--- config.mk ---
export PLATFORM = sky130hd
export DESIGN_NAME = sliding_window_arq_sender
export DESIGN_NICKNAME = d
export VERILOG_FILES = /design/src/rtl/core/swarq_pkg.sv /design/src/rtl/core/swarq_fifo.sv /design/src/rtl/core/swarq_front.sv /design/src/rtl/core/swarq_back.sv /design/src/rtl/core/sliding_window_arq_sender.sv
export VERILOG_INCLUDE_DIRS = /design/src /design/src/rtl/core
export SDC_FILE = /design/constraint.sdc
export NUM_CORES = 1
export LEC_CHECK = 0
export ABC_CLOCK_PERIOD_IN_PS = 7600
export BUFFER_PORTS_ARGS = -buffer_cell sky130_fd_sc_hd__clkbuf_2
export CORE_MARGIN = 2
export CORE_UTILIZATION = 55
export CTS_BUF_LIST = sky130_fd_sc_hd__clkbuf_8
export DETAILED_ROUTE_END_ITERATION = 12
export GPL_TIMING_DRIVEN = 0
export PLACE_DENSITY = 0.67
export REMOVE_ABC_BUFFERS = 1
export SYNTH_ARGS = -nofsm -noshare
export SYNTH_HDL_FRONTEND = slang
export SYNTH_SLANG_ARGS = --single-unit
--- constraint.sdc ---
create_clock -name clk_i -period 7.6 [get_ports clk_i]
set_input_delay 1.14 -clock clk_i [delete_from_list [all_inputs] [get_ports clk_i]]
set_output_delay 1.14 -clock clk_i [all_outputs]
set_load 0.05 [all_outputs]
--- src/rtl/core/assert_macros.svh ---
// ----------------------------------------------------------------------------
// assertion macros
// Shared concurrent assertion wrappers for the ARQ sender core.
// ----------------------------------------------------------------------------
`ifndef ASSERT_MACROS_SVH
`define ASSERT_MACROS_SVH

// concurrent assertion on an explicit clock and active-low reset
`define SWARQ_ASSERT_CR(lbl, clk, rst_n, prop, msg) \
  lbl: assert property (@(posedge clk) disable iff (!rst_n) prop) else $error(msg);

// same, on the block clock and reset
`define SWARQ_ASSERT(lbl, prop, msg) \
  `SWARQ_ASSERT_CR(lbl, clk_i, rst_ni, prop, msg)

`endif

--- src/rtl/core/swarq_pkg.sv ---
// ----------------------------------------------------------------------------
// swarq_pkg
// Types, codes and constants of the sliding-window ARQ sender.
// ----------------------------------------------------------------------------
package swarq_pkg;

  // default sizes
  localparam int MAX_FRAMES_DEF = 32;
  localparam int MAX_WINDOW_DEF = 8;
  localparam int TIME_BITS_DEF  = 16;

  // register widths and reset values
  localparam int TOTAL_W     = 6;
  localparam int WIN_W       = 4;
  localparam int TIMEOUT_W   = 16;
  localparam int CFG_IDX_W   = 2;
  localparam int CFG_DATA_W  = 16;
  localparam logic [TOTAL_W-1:0]   TOTAL_RST   = 6'd20;
  localparam logic [WIN_W-1:0]     WIN_RST     = 4'd4;
  localparam logic [TIMEOUT_W-1:0] TIMEOUT_RST = 16'd700;

  // register indexes
  localparam logic [CFG_IDX_W-1:0] REG_TOTAL   = 2'd0;
  localparam logic [CFG_IDX_W-1:0] REG_WINDOW  = 2'd1;
  localparam logic [CFG_IDX_W-1:0] REG_TIMEOUT = 2'd2;

  // field widths
  localparam int OP_W  = 2;
  localparam int SEQ_W = 5;

  // event opcodes
  localparam logic [OP_W-1:0] OP_START = 2'd0;
  localparam logic [OP_W-1:0] OP_ACK   = 2'd1;
  localparam logic [OP_W-1:0] OP_TICK  = 2'd2;

  // queue depths
  localparam int CMD_DEPTH = 2;
  localparam int OUT_DEPTH = 4;

  typedef enum logic [1:0] {
    CMD_START,
    CMD_ACK,
    CMD_TICK,
    CMD_NOP
  } cmd_kind_e;

  typedef struct packed {
    logic [OP_W-1:0]  opcode;
    logic [SEQ_W-1:0] ack_seq;
  } in_item_t;

  typedef struct packed {
    logic             frame_valid;
    logic [SEQ_W-1:0] frame_seq;
    logic             is_retransmit;
    logic             all_acked;
    logic             last;
  } out_item_t;

  typedef struct packed {
    cmd_kind_e        kind;
    logic [SEQ_W-1:0] ack_seq;
  } cmd_t;

  typedef struct packed {
    logic [TOTAL_W-1:0]   frame_cnt;
    logic [WIN_W-1:0]     window_size;
    logic [TIMEOUT_W-1:0] timeout_ticks;
  } cfg_t;

endpackage

--- src/rtl/core/swarq_fifo.sv ---
// ----------------------------------------------------------------------------
// swarq_fifo
// Small register-based request queue with push/full and pop/empty sides.
// ----------------------------------------------------------------------------
module swarq_fifo #(
  parameter int WIDTH = 8,
  parameter int DEPTH = 2
) (
  input  logic             clk_i,
  input  logic             rst_ni,
  input  logic             push_i,
  input  logic [WIDTH-1:0] wdata_i,
  output logic             full_o,
  input  logic             pop_i,
  output logic [WIDTH-1:0] rdata_o,
  output logic             empty_o
);

  localparam int PW = (DEPTH > 1) ? $clog2(DEPTH) : 1;
  localparam int CW = $clog2(DEPTH + 1);

  logic [WIDTH-1:0] mem_q [DEPTH];
  logic [PW-1:0]    wp_q, wp_d, rp_q, rp_d;
  logic [CW-1:0]    cnt_q, cnt_d;
  logic             do_push, do_pop;

  assign full_o  = (cnt_q == CW'(DEPTH));
  assign empty_o = (cnt_q == '0);
  assign do_push = push_i && !full_o;
  assign do_pop  = pop_i && !empty_o;
  assign rdata_o = mem_q[rp_q];

  // pointer and fill count update
  always_comb begin
    wp_d  = wp_q;
    rp_d  = rp_q;
    cnt_d = cnt_q;
    if (do_push) begin
      wp_d = (wp_q == PW'(DEPTH - 1)) ? '0 : wp_q + PW'(1);
    end
    if (do_pop) begin
      rp_d = (rp_q == PW'(DEPTH - 1)) ? '0 : rp_q + PW'(1);
    end
    case ({do_push, do_pop})
      2'b10:   cnt_d = cnt_q + CW'(1);
      2'b01:   cnt_d = cnt_q - CW'(1);
      default: cnt_d = cnt_q;
    endcase
  end

  always_ff @(posedge clk_i or negedge rst_ni) begin
    if (!rst_ni) begin
      wp_q  <= '0;
      rp_q  <= '0;
      cnt_q <= '0;
    end else begin
      wp_q  <= wp_d;
      rp_q  <= rp_d;
      cnt_q <= cnt_d;
    end
  end

  // storage
  always_ff @(posedge clk_i) begin
    if (do_push) begin
      mem_q[wp_q] <= wdata_i;
    end
  end

endmodule

--- src/rtl/core/swarq_front.sv ---
// ----------------------------------------------------------------------------
// swarq_front
// Accepts input events and classifies them into commands for the sequencer.
// ----------------------------------------------------------------------------
module swarq_front (
  input  logic                 push_i,
  input  swarq_pkg::in_item_t  item_i,
  output logic                 full_o,
  input  logic                 q_full_i,
  output logic                 q_push_o,
  output swarq_pkg::cmd_t      q_cmd_o
);

  assign full_o   = q_full_i;
  assign q_push_o = push_i && !q_full_i;

  // opcode decode, unused code becomes a status-only command
  always_comb begin
    q_cmd_o.ack_seq = item_i.ack_seq;
    case (item_i.opcode)
      swarq_pkg::OP_START: q_cmd_o.kind = swarq_pkg::CMD_START;
      swarq_pkg::OP_ACK:   q_cmd_o.kind = swarq_pkg::CMD_ACK;
      swarq_pkg::OP_TICK:  q_cmd_o.kind = swarq_pkg::CMD_TICK;
      default:             q_cmd_o.kind = swarq_pkg::CMD_NOP;
    endcase
  end

endmodule

--- src/rtl/core/swarq_back.sv ---
// ----------------------------------------------------------------------------
// swarq_back
// Window sequencer: slides the base, scans timers, resends and fills frames.
// ----------------------------------------------------------------------------
module swarq_back #(
  parameter int MAX_FRAMES = swarq_pkg::MAX_FRAMES_DEF,
  parameter int MAX_WINDOW = swarq_pkg::MAX_WINDOW_DEF,
  parameter int TIME_BITS  = swarq_pkg::TIME_BITS_DEF
) (
  input  logic                 clk_i,
  input  logic                 rst_ni,
  input  swarq_pkg::cfg_t      cfg_i,
  input  logic                 cmd_empty_i,
  input  swarq_pkg::cmd_t      cmd_i,
  output logic                 cmd_pop_o,
  input  logic                 out_full_i,
  output logic                 out_push_o,
  output swarq_pkg::out_item_t out_item_o
);

  localparam int IDXW = $clog2(MAX_FRAMES);
  localparam int SEQW = $clog2(MAX_FRAMES + 1);
  localparam int WW   = $clog2(MAX_WINDOW + 1);
  localparam int TW   = (SEQW > swarq_pkg::TOTAL_W) ? SEQW : swarq_pkg::TOTAL_W;
  localparam int VW   = (WW > swarq_pkg::WIN_W) ? WW : swarq_pkg::WIN_W;
  localparam int LW   = ((SEQW > WW) ? SEQW : WW) + 1;
  localparam int AW   = (SEQW > swarq_pkg::SEQ_W) ? SEQW : swarq_pkg::SEQ_W;
  localparam int CMPW = (TIME_BITS > swarq_pkg::TIMEOUT_W) ? TIME_BITS
                                                           : swarq_pkg::TIMEOUT_W;

  localparam logic [2:0] ST_IDLE  = 3'd0;
  localparam logic [2:0] ST_SLIDE = 3'd1;
  localparam logic [2:0] ST_SCAN  = 3'd2;
  localparam logic [2:0] ST_RETX  = 3'd3;
  localparam logic [2:0] ST_FILL  = 3'd4;
  localparam logic [2:0] ST_DONE  = 3'd5;

  logic [2:0]                  state_q, state_d;
  logic [SEQW-1:0]             base_q, base_d, next_q, next_d, idx_q, idx_d;
  logic [MAX_FRAMES-1:0]       acked_q, acked_d;
  logic [TIME_BITS-1:0]        tick_q, tick_d;
  logic                        run_q, run_d;
  logic                        lost_q, lost_d;
  logic                        rd_vld_q, rd_vld_d;
  logic [IDXW-1:0]             rd_idx_q;
  logic [TIME_BITS-1:0]        rd_data_q;
  logic                        pend_vld_q, pend_vld_d;
  logic [swarq_pkg::SEQ_W-1:0] pend_seq_q, pend_seq_d;
  logic                        pend_retx_q, pend_retx_d;

  logic [TIME_BITS-1:0]        send_time_mem [MAX_FRAMES];

  logic [TW-1:0]               tot_x;
  logic [VW-1:0]               win_x;
  logic [SEQW-1:0]             eff_tot;
  logic [WW-1:0]               eff_win;
  logic [LW-1:0]               lim;
  logic                        fill_go, done, emit_ok;
  logic [AW-1:0]               ack_x;
  logic [IDXW-1:0]             ack_idx;
  logic [TIME_BITS-1:0]        age;
  logic                        rd_en;
  logic                        emit_req, emit_retx;
  logic [SEQW-1:0]             emit_frame;

  // saturated register values and window bounds
  always_comb begin
    tot_x = TW'(cfg_i.frame_cnt);
    if (tot_x == '0) begin
      eff_tot = SEQW'(1);
    end else if (tot_x > TW'(MAX_FRAMES)) begin
      eff_tot = SEQW'(MAX_FRAMES);
    end else begin
      eff_tot = SEQW'(tot_x);
    end
    win_x = VW'(cfg_i.window_size);
    if (win_x == '0) begin
      eff_win = WW'(1);
    end else if (win_x > VW'(MAX_WINDOW)) begin
      eff_win = WW'(MAX_WINDOW);
    end else begin
      eff_win = WW'(win_x);
    end
  end

  assign lim     = LW'(base_q) + LW'(eff_win);
  assign fill_go = run_q && (LW'(next_q) < lim) && (next_q < eff_tot);
  assign done    = (base_q >= eff_tot);
  assign emit_ok = !pend_vld_q || !out_full_i;
  assign ack_x   = AW'(cmd_i.ack_seq);
  assign ack_idx = IDXW'(cmd_i.ack_seq);
  assign age     = tick_q - rd_data_q;

  // sequencer
  always_comb begin
    state_d     = state_q;
    base_d      = base_q;
    next_d      = next_q;
    idx_d       = idx_q;
    acked_d     = acked_q;
    tick_d      = tick_q;
    run_d       = run_q;
    lost_d      = lost_q;
    rd_vld_d    = 1'b0;
    rd_en       = 1'b0;
    pend_vld_d  = pend_vld_q;
    pend_seq_d  = pend_seq_q;
    pend_retx_d = pend_retx_q;
    cmd_pop_o   = 1'b0;
    out_push_o  = 1'b0;
    out_item_o  = '0;
    emit_req    = 1'b0;
    emit_retx   = 1'b0;
    emit_frame  = next_q;

    case (state_q)
      ST_IDLE: begin
        if (!cmd_empty_i) begin
          cmd_pop_o = 1'b1;
          case (cmd_i.kind)
            swarq_pkg::CMD_START: begin
              base_d  = '0;
              next_d  = '0;
              acked_d = '0;
              run_d   = 1'b1;
              state_d = ST_FILL;
            end
            swarq_pkg::CMD_ACK: begin
              if (run_q && (ack_x < AW'(next_q)) && (ack_x < AW'(MAX_FRAMES)) &&
                  !acked_q[ack_idx]) begin
                acked_d[ack_idx] = 1'b1;
                state_d          = ST_SLIDE;
              end else begin
                state_d = ST_FILL;
              end
            end
            swarq_pkg::CMD_TICK: begin
              tick_d = tick_q + TIME_BITS'(1);
              if (run_q) begin
                idx_d   = base_q;
                lost_d  = 1'b0;
                state_d = ST_SCAN;
              end else begin
                state_d = ST_FILL;
              end
            end
            default: state_d = ST_DONE;
          endcase
        end
      end

      // slide the base one acknowledged frame a cycle
      ST_SLIDE: begin
        if ((base_q < eff_tot) && acked_q[base_q[IDXW-1:0]]) begin
          base_d = base_q + SEQW'(1);
        end else begin
          if (done) begin
            run_d = 1'b0;
          end
          state_d = ST_FILL;
        end
      end

      // read send times one a cycle, compare each in the cycle after its read
      ST_SCAN: begin
        if (idx_q < next_q) begin
          rd_en    = 1'b1;
          rd_vld_d = 1'b1;
          idx_d    = idx_q + SEQW'(1);
        end
        if (rd_vld_q && !acked_q[rd_idx_q] &&
            (CMPW'(age) > CMPW'(cfg_i.timeout_ticks))) begin
          lost_d = 1'b1;
        end
        if (!(idx_q < next_q) && !rd_vld_q) begin
          idx_d   = base_q;
          state_d = lost_q ? ST_RETX : ST_FILL;
        end
      end

      // resend every unacknowledged frame of the window
      ST_RETX: begin
        if (idx_q < next_q) begin
          if (acked_q[idx_q[IDXW-1:0]]) begin
            idx_d = idx_q + SEQW'(1);
          end else if (emit_ok) begin
            emit_req   = 1'b1;
            emit_retx  = 1'b1;
            emit_frame = idx_q;
            idx_d      = idx_q + SEQW'(1);
          end
        end else begin
          state_d = ST_FILL;
        end
      end

      // issue new frames until the window is full or every frame has been sent
      ST_FILL: begin
        if (fill_go) begin
          if (emit_ok) begin
            emit_req   = 1'b1;
            emit_frame = next_q;
            next_d     = next_q + SEQW'(1);
          end
        end else begin
          state_d = ST_DONE;
        end
      end

      // final result of the event, status-only when nothing was sent
      ST_DONE: begin
        if (!out_full_i) begin
          out_push_o               = 1'b1;
          out_item_o.frame_valid   = pend_vld_q;
          out_item_o.frame_seq     = pend_vld_q ? pend_seq_q : '0;
          out_item_o.is_retransmit = pend_vld_q && pend_retx_q;
          out_item_o.all_acked     = done;
          out_item_o.last          = 1'b1;
          pend_vld_d               = 1'b0;
          state_d                  = ST_IDLE;
        end
      end

      default: state_d = ST_IDLE;
    endcase

    // hold the newest send until the next one shows it was not the last
    if (emit_req) begin
      if (pend_vld_q) begin
        out_push_o               = 1'b1;
        out_item_o.frame_valid   = 1'b1;
        out_item_o.frame_seq     = pend_seq_q;
        out_item_o.is_retransmit = pend_retx_q;
        out_item_o.all_acked     = done;
        out_item_o.last          = 1'b0;
      end
      pend_vld_d  = 1'b1;
      pend_seq_d  = swarq_pkg::SEQ_W'(emit_frame);
      pend_retx_d = emit_retx;
    end
  end

  always_ff @(posedge clk_i or negedge rst_ni) begin
    if (!rst_ni) begin
      state_q    <= ST_IDLE;
      base_q     <= '0;
      next_q     <= '0;
      idx_q      <= '0;
      acked_q    <= '0;
      tick_q     <= '0;
      run_q      <= 1'b0;
      lost_q     <= 1'b0;
      rd_vld_q   <= 1'b0;
      pend_vld_q <= 1'b0;
    end else begin
      state_q    <= state_d;
      base_q     <= base_d;
      next_q     <= next_d;
      idx_q      <= idx_d;
      acked_q    <= acked_d;
      tick_q     <= tick_d;
      run_q      <= run_d;
      lost_q     <= lost_d;
      rd_vld_q   <= rd_vld_d;
      pend_vld_q <= pend_vld_d;
    end
  end

  // payload of the pending send
  always_ff @(posedge clk_i) begin
    pend_seq_q  <= pend_seq_d;
    pend_retx_q <= pend_retx_d;
  end

  // send time memory, one write and one registered read port
  always_ff @(posedge clk_i) begin
    if (emit_req) begin
      send_time_mem[emit_frame[IDXW-1:0]] <= tick_q;
    end
    if (rd_en) begin
      rd_data_q <= send_time_mem[idx_q[IDXW-1:0]];
      rd_idx_q  <= idx_q[IDXW-1:0];
    end
  end

endmodule

--- src/rtl/core/sliding_window_arq_sender.sv ---
// ----------------------------------------------------------------------------
// sliding_window_arq_sender
// Selective-repeat ARQ sender turning start, ack and tick events into sends.
// ----------------------------------------------------------------------------
// channel   direction  handshake            payload
// events    in         push / full          in_item_i  (opcode, ack_seq)
// sends     out        pop / empty          out_item_o (frame_valid .. last)
// config    in         cfg_we_i, no wait    cfg_idx_i, cfg_data_i
//
// The sequencer pops each event, fills new frames, and ends with a final
// result (only that for the unused opcode); a taken ack first slides the
// base over acknowledged frames, and a running tick first scans the timers
// of outstanding frames and, on a timeout, resends the unacknowledged ones.
// Reset clears control state at once, with no clearing pass; a full result
// queue stalls the sequencer and full rises once two requests wait.
// ----------------------------------------------------------------------------
`include "assert_macros.svh"

module sliding_window_arq_sender #(
  parameter int MAX_FRAMES = swarq_pkg::MAX_FRAMES_DEF,
  parameter int MAX_WINDOW = swarq_pkg::MAX_WINDOW_DEF,
  parameter int TIME_BITS  = swarq_pkg::TIME_BITS_DEF
) (
  input  logic                                clk_i,
  input  logic                                rst_ni,
  input  logic                                push,
  input  swarq_pkg::in_item_t                 in_item_i,
  output logic                                full,
  input  logic                                pop,
  output swarq_pkg::out_item_t                out_item_o,
  output logic                                empty,
  input  logic                                cfg_we_i,
  input  logic [swarq_pkg::CFG_IDX_W-1:0]     cfg_idx_i,
  input  logic [swarq_pkg::CFG_DATA_W-1:0]    cfg_data_i
);

  swarq_pkg::cfg_t      cfg_q;
  logic                 c_push, c_full, c_empty, c_pop;
  swarq_pkg::cmd_t      c_wcmd, c_rcmd;
  logic                 o_push, o_full;
  swarq_pkg::out_item_t o_item;

  // configuration registers
  always_ff @(posedge clk_i or negedge rst_ni) begin
    if (!rst_ni) begin
      cfg_q.frame_cnt     <= swarq_pkg::TOTAL_RST;
      cfg_q.window_size   <= swarq_pkg::WIN_RST;
      cfg_q.timeout_ticks <= swarq_pkg::TIMEOUT_RST;
    end else if (cfg_we_i) begin
      case (cfg_idx_i)
        swarq_pkg::REG_TOTAL:   cfg_q.frame_cnt     <= cfg_data_i[swarq_pkg::TOTAL_W-1:0];
        swarq_pkg::REG_WINDOW:  cfg_q.window_size   <= cfg_data_i[swarq_pkg::WIN_W-1:0];
        swarq_pkg::REG_TIMEOUT: cfg_q.timeout_ticks <= cfg_data_i[swarq_pkg::TIMEOUT_W-1:0];
        default: ;
      endcase
    end
  end

  // event intake and decode
  swarq_front u_front (
    .push_i   (push),
    .item_i   (in_item_i),
    .full_o   (full),
    .q_full_i (c_full),
    .q_push_o (c_push),
    .q_cmd_o  (c_wcmd)
  );

  // command queue between intake and sequencer
  swarq_fifo #(
    .WIDTH ($bits(swarq_pkg::cmd_t)),
    .DEPTH (swarq_pkg::CMD_DEPTH)
  ) u_cmd_q (
    .clk_i   (clk_i),
    .rst_ni  (rst_ni),
    .push_i  (c_push),
    .wdata_i (c_wcmd),
    .full_o  (c_full),
    .pop_i   (c_pop),
    .rdata_o (c_rcmd),
    .empty_o (c_empty)
  );

  // window sequencer
  swarq_back #(
    .MAX_FRAMES (MAX_FRAMES),
    .MAX_WINDOW (MAX_WINDOW),
    .TIME_BITS  (TIME_BITS)
  ) u_back (
    .clk_i       (clk_i),
    .rst_ni      (rst_ni),
    .cfg_i       (cfg_q),
    .cmd_empty_i (c_empty),
    .cmd_i       (c_rcmd),
    .cmd_pop_o   (c_pop),
    .out_full_i  (o_full),
    .out_push_o  (o_push),
    .out_item_o  (o_item)
  );

  // result queue
  swarq_fifo #(
    .WIDTH ($bits(swarq_pkg::out_item_t)),
    .DEPTH (swarq_pkg::OUT_DEPTH)
  ) u_out_q (
    .clk_i   (clk_i),
    .rst_ni  (rst_ni),
    .push_i  (o_push),
    .wdata_i (o_item),
    .full_o  (o_full),
    .pop_i   (pop),
    .rdata_o (out_item_o),
    .empty_o (empty)
  );

  // sequencer never pushes into a full result queue
  `SWARQ_ASSERT(a_out_no_overflow, !(o_push && o_full), "result pushed while queue full")
  // intake never pushes into a full command queue
  `SWARQ_ASSERT(a_cmd_no_overflow, !(c_push && c_full), "command pushed while queue full")
  // a status-only result is always the single, final one of its event
  `SWARQ_ASSERT(a_status_last,
                o_push |-> (o_item.frame_valid || (o_item.last && !o_item.is_retransmit)),
                "status result not final")
  // the final result of an event is followed by a cycle without results
  `SWARQ_ASSERT(a_last_gap, (o_push && o_item.last) |=> !o_push, "result right after final result")

endmodule
Yosys cells after proc, flatten, opt, wreduce, memory -nomap -nowiden
Memories as Yosys holds them, arrays and structs flattened. A register that Yosys moved wholly into a read port is not among the register bits. Cells that the tools add are included.

Bits in registers: 121. RAM bits: 562. Bits of input ports: 30. Output and inout bits: 11. Logic and storage cells: 239. Memories kept: 3.

Memories: u_back.send_time_mem (words 32, width 16, read ports 1, clocked after memory_dff 1, wr ports 1, line swarq_back.sv:51) `logic [TIME_BITS-1:0] send_time_mem [MAX_FRAMES];`; u_out_q.mem_q (words 4, width 9, read ports 1, clocked after memory_dff 0, wr ports 1, line swarq_fifo.sv:22) `logic [WIDTH-1:0] mem_q [DEPTH];`; u_cmd_q.mem_q (words 2, width 7, read ports 1, clocked after memory_dff 0, wr ports 1, line swarq_fifo.sv:22).

Add/sub/neg operators: 14. Magnitude comparators: 15. Eq/ne operators: 38. Muxes and demuxes: 91. Bitwise operators: 2. Reduce and logical (&&, ||, !) cells: 54.

Operators by type and width (number): $mux 6 (15); $pmux 32 s2 (1); $mux 1 (36); $mux 9 (4); $mux 32 (1); $or 32x32->32 (1); $lt 5x6->1 const B (5); $mux 3 (9); $mux 5 (5); $pmux 6 s2 (2); $bmux 1 s5 (4); $add 6x1->6 const B (3); $lt 6x6->1 (3); $ne 2x1->1 const B (9); $pmux 3 s6 (1); $pmux 6 s3 (1); $add 16x1->16 const B (1); $eq 2x2->1 const B (8); $gt 16x16->1 (1); $logic_and 1x1->1 (16); $ne 2x2->1 const B (8); $sub 16x16->16 (1); $reduce_and 5->1 (3); $reduce_bool 2->1 (7); 38 further kinds (69).

Longest topological paths before layout
Gate-level depths: netlist (run 1).

Word-level depth: 13. Mapped depth: 23. Depth with buffers taken out: 23.

Modules after synthesis
From an unflattened synthesis (run 1), not the netlist that was laid out.

Cells, all modules: 2007. Area, all modules: 31019.8 um2.

By module, submodules not included: swarq_back (instances 1, cells each 1814, area each 27448.8 um2, sequential area each 18012.3 um2); swarq_fifo at u_out_q (instances 1, cells each 88, area each 1754.2 um2, sequential area each 1256.2 um2); sliding_window_arq_sender (instances 1, cells each 56, area each 1049.8 um2, sequential area each 661.9 um2); swarq_fifo at u_cmd_q (instances 1, cells each 40, area each 700.7 um2, sequential area each 520.5 um2); swarq_front (instances 1, cells each 9, area each 66.3 um2, sequential area each 0.0 um2).

Least setup slack after synthesis (run 1)
Ideal clock, no wire load.

Path kind: reg-to-reg. Start: register cfg_q[18] (netlist name). End: memory u_back.send_time_mem[0][0] (netlist name) (enable). Library setup time: 0.388 ns. Arrival time: 3.795 ns. Required time: 7.212 ns. Slack: 3.417 ns. Cell stages (with the launch flop): 17. Path buffers: 0. Period minus slack after synthesis: 4.183 ns. Cell sequence: dfstp_2 > nor2_1 > nor2_1 > nor2_1 > ha_1 > fa_1 > a21o_1 > a21oi_1 > xor2_1 > ha_1 > o21ai_0 > o21a_1 > nor2_1 > nor4_4 > nand2_1 > o32a_1 > nor2_1.

Longest elaborated chain between the ends: 11. Elaborated cells between the ends (all ways): 12. Classes of those cells: add/sub: 1; order compare: 2; mux: 6; reduce/logical: 3.

Ends and longest elaborated chain: start: declaration (line sliding_window_arq_sender.sv:37) `swarq_pkg::cfg_t cfg_q;`; $gt 4x4->1 (line swarq_back.sv:79) `end else if (win_x > VW'(MAX_WINDOW)) begin`; $mux 4 (line swarq_back.sv:79); $mux 4 * (line swarq_back.sv:77) `if (win_x == '0) begin`; $add 6x4->7 * (line swarq_back.sv:86) `assign lim = LW'(base_q) + LW'(eff_win);`; $lt 6x7->1 * (line swarq_back.sv:87) `assign fill_go = run_q && (LW'(next_q) < lim) && (next_q < eff_tot);`; $logic_and 1x1->1 * (2 in series) (line swarq_back.sv:87); $mux 1 * (line swarq_back.sv:199) `if (fill_go) begin`; $pmux 1 s2 * (line swarq_back.sv:116) `case (state_q)`; $mux 1 * (line swarq_back.sv:277) `if (emit_req) begin`; $mux 1 (not written as such) * (line swarq_back.sv:278) `send_time_mem[emit_frame[IDXW-1:0]] <= tick_q;`; end: declaration (line swarq_back.sv:51).

Mark *: on every way between the ends. The rest lies on a longest branch, timed or not.

Final worst setup path (run 1)
Start: register u_back.idx_q[0]. End: memory u_back.send_time_mem[15][3] (netlist name) (enable).

Longest elaborated chain between the ends: 7. Elaborated cells between the ends (all ways): 12. Classes of those cells: order compare: 1; mux: 11.

Ends and longest elaborated chain: start: declaration (line swarq_back.sv:39) `logic [SEQW-1:0] base_q, base_d, next_q, next_d, idx_q, idx_d;`; start signal: assignment (line swarq_back.sv:259) `idx_q <= idx_d;`; $bmux 1 s5 (line swarq_back.sv:184) `if (acked_q[idx_q[IDXW-1:0]]) begin`; $mux 1 (not written as such) (line swarq_back.sv:184); $mux 1 (line swarq_back.sv:184); $mux 1 (line swarq_back.sv:183) `if (idx_q < next_q) begin`; $pmux 1 s2 (line swarq_back.sv:116); $mux 1 (line swarq_back.sv:277); $mux 1 (not written as such) (line swarq_back.sv:278).

Parallel ways exist; a longest one is shown, timed or not. The select of a mux whose other input is x is not followed.

==> results of run 1 <==
[stage by stage]
step           instances  hold slack, ns
3_3_place_gp        2652           0.477
6_report            2901           0.297
2_1_floorplan       1864           0.461
3_5_place_dp        2698           0.497
5_1_grt             2901           0.278
4_1_cts             2901           0.255
[state kept, by name (all words and copies together), names as in the netlist, 3 cells and up]
register	cells
cfg_q	26
u_back.acked_q	32
u_back.base_q	6
u_back.idx_q	6
u_back.next_q	6
u_back.pend_seq_q	5
u_back.rd_data_q	16
u_back.rd_idx_q	5
u_back.send_time_mem	512
u_back.state_q	3
u_back.tick_q	16
u_cmd_q.mem_q	14
u_out_q.cnt_q	3
u_out_q.mem_q	36
[synth_stat cells (26+ instances only)]
library cell and number:
a21oi_1 42, dfrtp_1 101, nand3_1 29, o221ai_1 83
nor2_1 88, nand2_1 158, inv_1 65, clkbuf_1 61
mux2_2 36, ha_1 71, nor3_1 26, mux4_2 102
xnor2_1 32, o21ai_0 57, o21ai_1 32, mux2i_1 141
edfxtp_1 589
[routing by layer]
metal,up-vias,track usage
met5,-,0
met4,0,0.0990
met3,160,0.0486
met2,674,0.416
met1,9032,0.347
li1,7937,-
[layout by cell type (no fill, tap or decap), types with 14 or more instances in the layout]
cell type | synthesis | layout
a21o_1 | 14 | 14
a21oi_1 | 42 | 42
and3_1 | 14 | 14
buf_16 | 0 | 29
clkbuf_2 | 0 | 39
clkbuf_8 | 0 | 116
clkinv_1 | 3 | 29
dfrtp_1 | 101 | 96
edfxtp_1 | 589 | 589
ha_1 | 71 | 71
inv_1 | 65 | 112
mux2_2 | 36 | 36
mux2i_1 | 141 | 141
mux4_2 | 102 | 102
nand2_1 | 158 | 157
nand3_1 | 29 | 29
nand4_1 | 14 | 14
nor2_1 | 88 | 56
nor2_2 | 0 | 32
nor3_1 | 26 | 24
o21ai_0 | 57 | 57
o21ai_1 | 32 | 32
o221ai_1 | 83 | 83
o22ai_1 | 19 | 19
xnor2_1 | 32 | 32
[worst max-delay path by stage]
stage / end / cells past startpoint
global placement: u_back.send_time_mem[14][13]$_DFFE_PP_ / 7
global route: u_back.send_time_mem[15][3]$_DFFE_PP_ / 9
finish: u_back.send_time_mem[15][3]$_DFFE_PP_ / 9
detailed placement: u_back.send_time_mem[15][15]$_DFFE_PP_ / 9
floorplan: u_back.send_time_mem[0][0]$_DFFE_PP_ / 6
CTS: u_back.send_time_mem[15][3]$_DFFE_PP_ / 9
[kinds of logic after synthesis]
| group | count (synthesis) | synth area share |
|---|---|---|
| flops | 699 | 0.668 |
| mux | 283 | 0.137 |
| fa+ha+maj | 74 | 0.0310 |
| simple gates | 390 | 0.0608 |
| compound gates | 306 | 0.0685 |
| buf+inv | 163 | 0.0213 |
| xor+xnor | 44 | 0.0126 |
[worst register-to-register path: cells and delay by family (launching register included)]
kind	cells	cell delay, ns
buffers and inverters	2	0.58
flip-flops	1	0.85
multiplexers	2	0.85
AND/OR/NAND/NOR	3	2.10
AO/OA/AOI/OAI	2	0.75
[final cells by class]
class	instances	area (sq um)	area share
multi-input cells	1097	9600	0.277
well taps	748	936	0.0270
inverters	68	256	0.00741
repair buffers	86	1270	0.0368
clock inverters	88	524	0.0151
flip-flops and latches	699	20500	0.591
clock buffers	115	1580	0.0457
[power by group]
part | total (mW) | leakage [nW] | internal [mW] | switching, mW
sequential | 4.95 | 7.09 | 4.53 | 0.417
clock | 3.03 | 1.23 | 1.57 | 1.46
combinational | 2.30 | 4.25 | 1.02 | 1.27
==> impl_metrics.py, run 1 <==
metrics = {
    "status": {
        "status": "completed",
    },
    "sta": {
        "fin_ws_ns": 2.18,
        "tightest_slew_ns": 1.32,
        "rsz0062_at_grt": "false",
        "skew_ns": 0.0357,
        "relSlewSlack": 0.122,
        "setup_tns_ns": 0,
        "min_period_over_period": 0.713,
        "period_minus_slack_ns": 5.42,
        "setup_viol": 0,
        "hold_violations": 0,
        "fmax_ghz": 0.185,
        "drv_slew": 0,
    },
    "clock_network": {
        "clkLatencyLatePin_ns": 0.73,
        "cts_tree": "done",
        "numCtsBuffers": 108,
        "ctsHtreeMaxLevel": 3,
        "cts_setup_buffers": 0,
        "clock_sinks": 699,
        "postCtsHoldBufs": 0,
        "clock_path_buffers": 3,
        "clk_pin_slew_ns": 0.07,
        "cts_root_buffer": "clkbuf_8",
        "cts_resized": 0,
    },
    "die": {
        "start_util": 0.555,
        "die_x_microns": 240,
        "dieArea_sq_um": 57500,
        "core_sq_um": 55100,
        "boundaryPins": 41,
        "rows": 86,
        "die_y_microns": 240,
    },
    "drt": {
        "met1_length_microns": 29500,
        "vias": 17800,
        "drc_errors": 0,
        "wl_per_cell_microns": 24.7,
        "drt_iter0_drc": 1695,
        "wl_met2_microns": 34800,
        "first_pass_iters": 5,
        "drt-total-wl_microns": 71800,
        "wl_met3_microns": 4920,
        "ant_nets": 0,
        "via_per_inst": 6.14,
        "top_layer": "met4",
    },
    "synthesis": {
        "ys_warn_count": 0,
        "synth_top_area_share": 0.578,
        "synthesis.area_sq_um": 30600,
        "synth-seq-cells": 699,
        "async_flop_share": 0.157,
        "synthFlopType": "edfxtp_1",
        "synth-edff-count": 589,
        "yosys-top-cells-area": "edfxtp_1, dfrtp_1, mux4_2",
        "synthCells": 1959,
        "yosysSeqAreaShare": 0.668,
        "syn_area_per_cell_sq_um": 15.6,
        "synth_top_cell_by_area": "edfxtp_1",
        "synth_cell_types": 69,
    },
    "setup_path": {
        "cp-start-kind": "flop",
        "cp_cell_sequence": "buf_16 -> mux4_2 -> mux2_2 -> o221ai_1 -> nand4b_1 -> nor2_1 -> a32oi_1 -> nor2_2 -> buf_8",
        "critPathMaxStageDelay_ns": 0.90,
        "critPathArrivalTime_ns": 5.84,
        "cp_max_fo": 34,
        "cp_top_family": "simple AND/OR/NAND/NOR gates",
        "slowest_stage": "nand4b_1",
        "cp.required_ns": 8.02,
        "startpoint": "u_back.idx_q[0]$_DFFE_PN0P_",
        "cp-end-kind": "flop",
        "reg2reg_depth": 9,
        "crit_type": "reg2reg",
        "r2r_slack_ns": 2.18,
        "timing.rr.start": "u_back.idx_q[0]$_DFFE_PN0P_",
        "crit_buf_inv": 2,
        "r2r-end": "u_back.send_time_mem[15][3]$_DFFE_PP_",
    },
    "power": {
        "power_mw": 10.3,
        "ir_worst_vdd_mv": 0.206,
        "leakagePower_nw": 12.6,
        "power_density_nw_per_um2": 297,
    },
    "grt": {
        "grt_max_degree": 87,
        "track_usage": 0.256,
        "grt_first_pass_wirelength_microns": 109000,
        "grt_pass1_vias": 18100,
        "antenna_found_initial": 0,
        "overflow": 0,
    },
    "placement": {
        "pre_cts_slack_ns": 2.28,
        "hpwl_microns": 46300,
        "placed_area_sq_um": 32500,
        "gp_congestion": 0.836,
        "io_buffers": 40,
    },
    "final_layout": {
        "final_nets": 2164,
        "fill_cells": 4004,
        "antenna_cells": 0,
        "area_growth_pct": 13.2,
        "drive_gt1_frac": 0.194,
        "post-route-util": 0.629,
        "stdcell_area_sq_um": 34600,
    },
    "hold_path": {
        "hold_class": "in2async",
    },
    "run": {
        "maxCapViolCount": 0,
    },
}
Power figures use the tool's default switching activity.
==> inputs of run 2 (changes only) <==
ABC_CLOCK_PERIOD_IN_PS = 5000   (was 7600)
clock period = 5 ns   (was 7.6 ns; I/O delays follow)
==> run 2 against run 1 <==
Against the previous run:
- global-route usage increased by 0.085 points
- clock skew increased by 0.0018 ns
- fmax increased by 15%
- combinational power increased by 55%
- non-clock buffer count increased by 9
- sequential power increased by 52%
- hold slack got worse by 0.068 ns
- sequential cell count unchanged
- final area increased by 0.51%
==> impl_metrics.py, run 2 (synthesis results as in run 1) <==
metrics = {
    "sta": {
        "setup_tns_ns": 0,
        "min_period_over_period": 0.946,
        "hold_violations": 0,
        "tightest_slew_ns": 1.32,
        "drv_slew": 0,
        "fmax_ghz": 0.211,
        "rsz0062_at_grt": "false",
        "relSlewSlack": 0.120,
        "setup_viol": 0,
        "skew_ns": 0.0375,
        "period_minus_slack_ns": 4.73,
    },
    "setup_path": {
        "cp.required_ns": 5.57,
        "cp-start-kind": "flop",
        "cp-end-kind": "flop",
        "crit_type": "reg2reg",
        "cp_max_fo": 35,
        "timing.rr.start": "u_back.tick_q[7]$_DFFE_PN0P_",
        "startpoint": "u_back.tick_q[7]$_DFFE_PN0P_",
        "critPathArrivalTime_ns": 5.30,
    },
    "drt": {
        "via_per_inst": 6.15,
        "wl_per_cell_microns": 24.9,
        "drt_iter0_drc": 1738,
        "drc_errors": 0,
        "ant_nets": 0,
        "first_pass_iters": 6,
        "vias": 17900,
        "drt-total-wl_microns": 72400,
    },
    "power": {
        "leakagePower_nw": 12.6,
        "power_density_nw_per_um2": 452,
        "ir_worst_vdd_mv": 0.314,
    },
    "status": {
        "status": "completed",
    },
    "die": {
        "dieArea_sq_um": 57500,
        "rows": 86,
        "start_util": 0.555,
        "boundaryPins": 41,
        "die_y_microns": 240,
        "die_x_microns": 240,
        "core_sq_um": 55100,
    },
    "run": {
        "maxCapViolCount": 0,
    },
    "final_layout": {
        "post-route-util": 0.632,
        "drive_gt1_frac": 0.202,
        "layout_common_cells": "edfxtp_1, nand2_1, mux2i_1, clkbuf_8, inv_1",
        "area_growth_pct": 13.8,
        "antenna_cells": 0,
        "final_nets": 2174,
        "final_common_cell": "edfxtp_1",
        "fill_cells": 3979,
        "largest_reg_flops": 512,
    },
    "clock_network": {
        "cts_tree": "done",
        "ctsHtreeMaxLevel": 3,
        "numCtsBuffers": 108,
        "clock_sinks": 699,
        "cts_root_buffer": "clkbuf_8",
        "clock_path_buffers": 3,
        "clk_pin_slew_ns": 0.07,
        "clkLatencyLatePin_ns": 0.74,
    },
    "placement": {
        "gp_congestion": 0.836,
        "io_buffers": 40,
        "hpwl_microns": 46300,
    },
    "hold_path": {
        "hold_class": "in2reg",
        "hold_path_startpoint": "in_item_i[0]",
    },
    "grt": {
        "grt_pass1_vias": 18100,
        "track_usage": 0.257,
        "overflow": 0,
        "grt_max_degree": 87,
        "grt_first_pass_wirelength_microns": 109000,
        "antenna_found_initial": 0,
    },
}
run 2: changes by cell type in the layout (fill, tap and decap cells not counted):
| cell | change |
|---|---|
| nor2_2 | -12 |
| nand4b_1 | +1 |
| nor4_2 | +1 |
| dfrtp_2 | +6 |
| dfrtp_1 | -6 |
| a32oi_2 | +1 |
| a41oi_2 | +2 |
| a32oi_1 | -1 |
| nor2_4 | +12 |
| buf_4 | +8 |
| dlygate4sd3_1 | +1 |
| nor4_1 | -1 |
| a41oi_1 | -2 |
run 2: where the power goes:
group,switching [mW],internal (mW)
registers,0.639,6.88
clock network,2.23,2.39
logic,1.98,1.59
run 2: cell type report:
cell class                      count  area, sq um  area share
Clock buffer                      115         1580      0.0455
Clock inverter                     88          524      0.0151
Inverter                           68          256     0.00737
Multi-Input combinational cell   1098         9700       0.279
Sequential cell                   699        20500       0.588
Tap cell                          748          936      0.0269
Timing Repair Buffer               95         1350      0.0386
run 2: critical path, cell delays in order, from the launching register on:
cell	delay, ns
dfrtp_1	1.17
ha_1	0.47
and3_1	0.18
a21oi_1	0.12
o31a_1	0.21
a21oi_1	0.11
a41o_1	0.28
o41ai_1	0.33
xnor2_1	0.24
ha_1	0.37
nand4_1	0.17
nor4_2	0.52
a2111oi_0	0.14
a31oi_1	0.21
a31oi_1	0.06
run 2: repair_timing:
item | in CTS | in global routing
hold buffers | 1 | 0
gates cloned | 1 | 0
gates resized for setup | 10 | 12
setup endpoints to repair | 507 | 242
buffers inserted | 3 | 4
hold endpoints to repair | 24 | 0
pin swaps | 1 | 1
run 2: worst paths after layout:
| kind | end | slack (ns) | cells after the start |
|---|---|---|---|
| setup / recovery | u_back.lost_q$_DFFE_PN0P_ | 0.27 | 14 |
| hold / removal | u_cmd_q.mem_q[1][0]$_DFFE_PP_ | 0.23 | 1 |
| setup reg to reg | u_back.lost_q$_DFFE_PN0P_ | 0.27 | 14 |
| hold reg to reg | cfg_q[10]$_DFFE_PN0P_ | 0.51 | 1 |
| max in group asynchronous | cfg_q[18]$_DFFE_PN1P_ | 3.77 | 3 |
| min in group asynchronous | u_back.acked_q[19]$_DFFE_PN0P_ | 0.47 | 2 |
run 2: through the flow:
step / hold WS (ns) / std cells / area, sq um / setup WS (ns) / power (mW)
6_report: 0.229 / 2911 / 34800 / 0.271 / 15.7
5_1_grt: 0.194 / 2911 / 34800 / 0.0329 / 16.4
4_1_cts: 0.177 / 2906 / 34700 / -0.00881 / 15.8
3_5_place_dp: 0.497 / 2698 / 32500 / -0.322 / 11.2
3_3_place_gp: 0.477 / 2652 / 31300 / -10.09 / 10.8
2_1_floorplan: 0.454 / 1864 / 30200 / -5.51 / 10.2
run 2: routing by layer:
layer  part of all wire  wire (microns)  track usage  vias to the layer above
li1                   -               -            -                     7964
met1               0.41           29700        0.348                     9090
met2               0.49           35100        0.417                      677
met3              0.067            4880       0.0487                      161
met4              0.036            2590        0.100                        0
met5                  0               0            0                        -
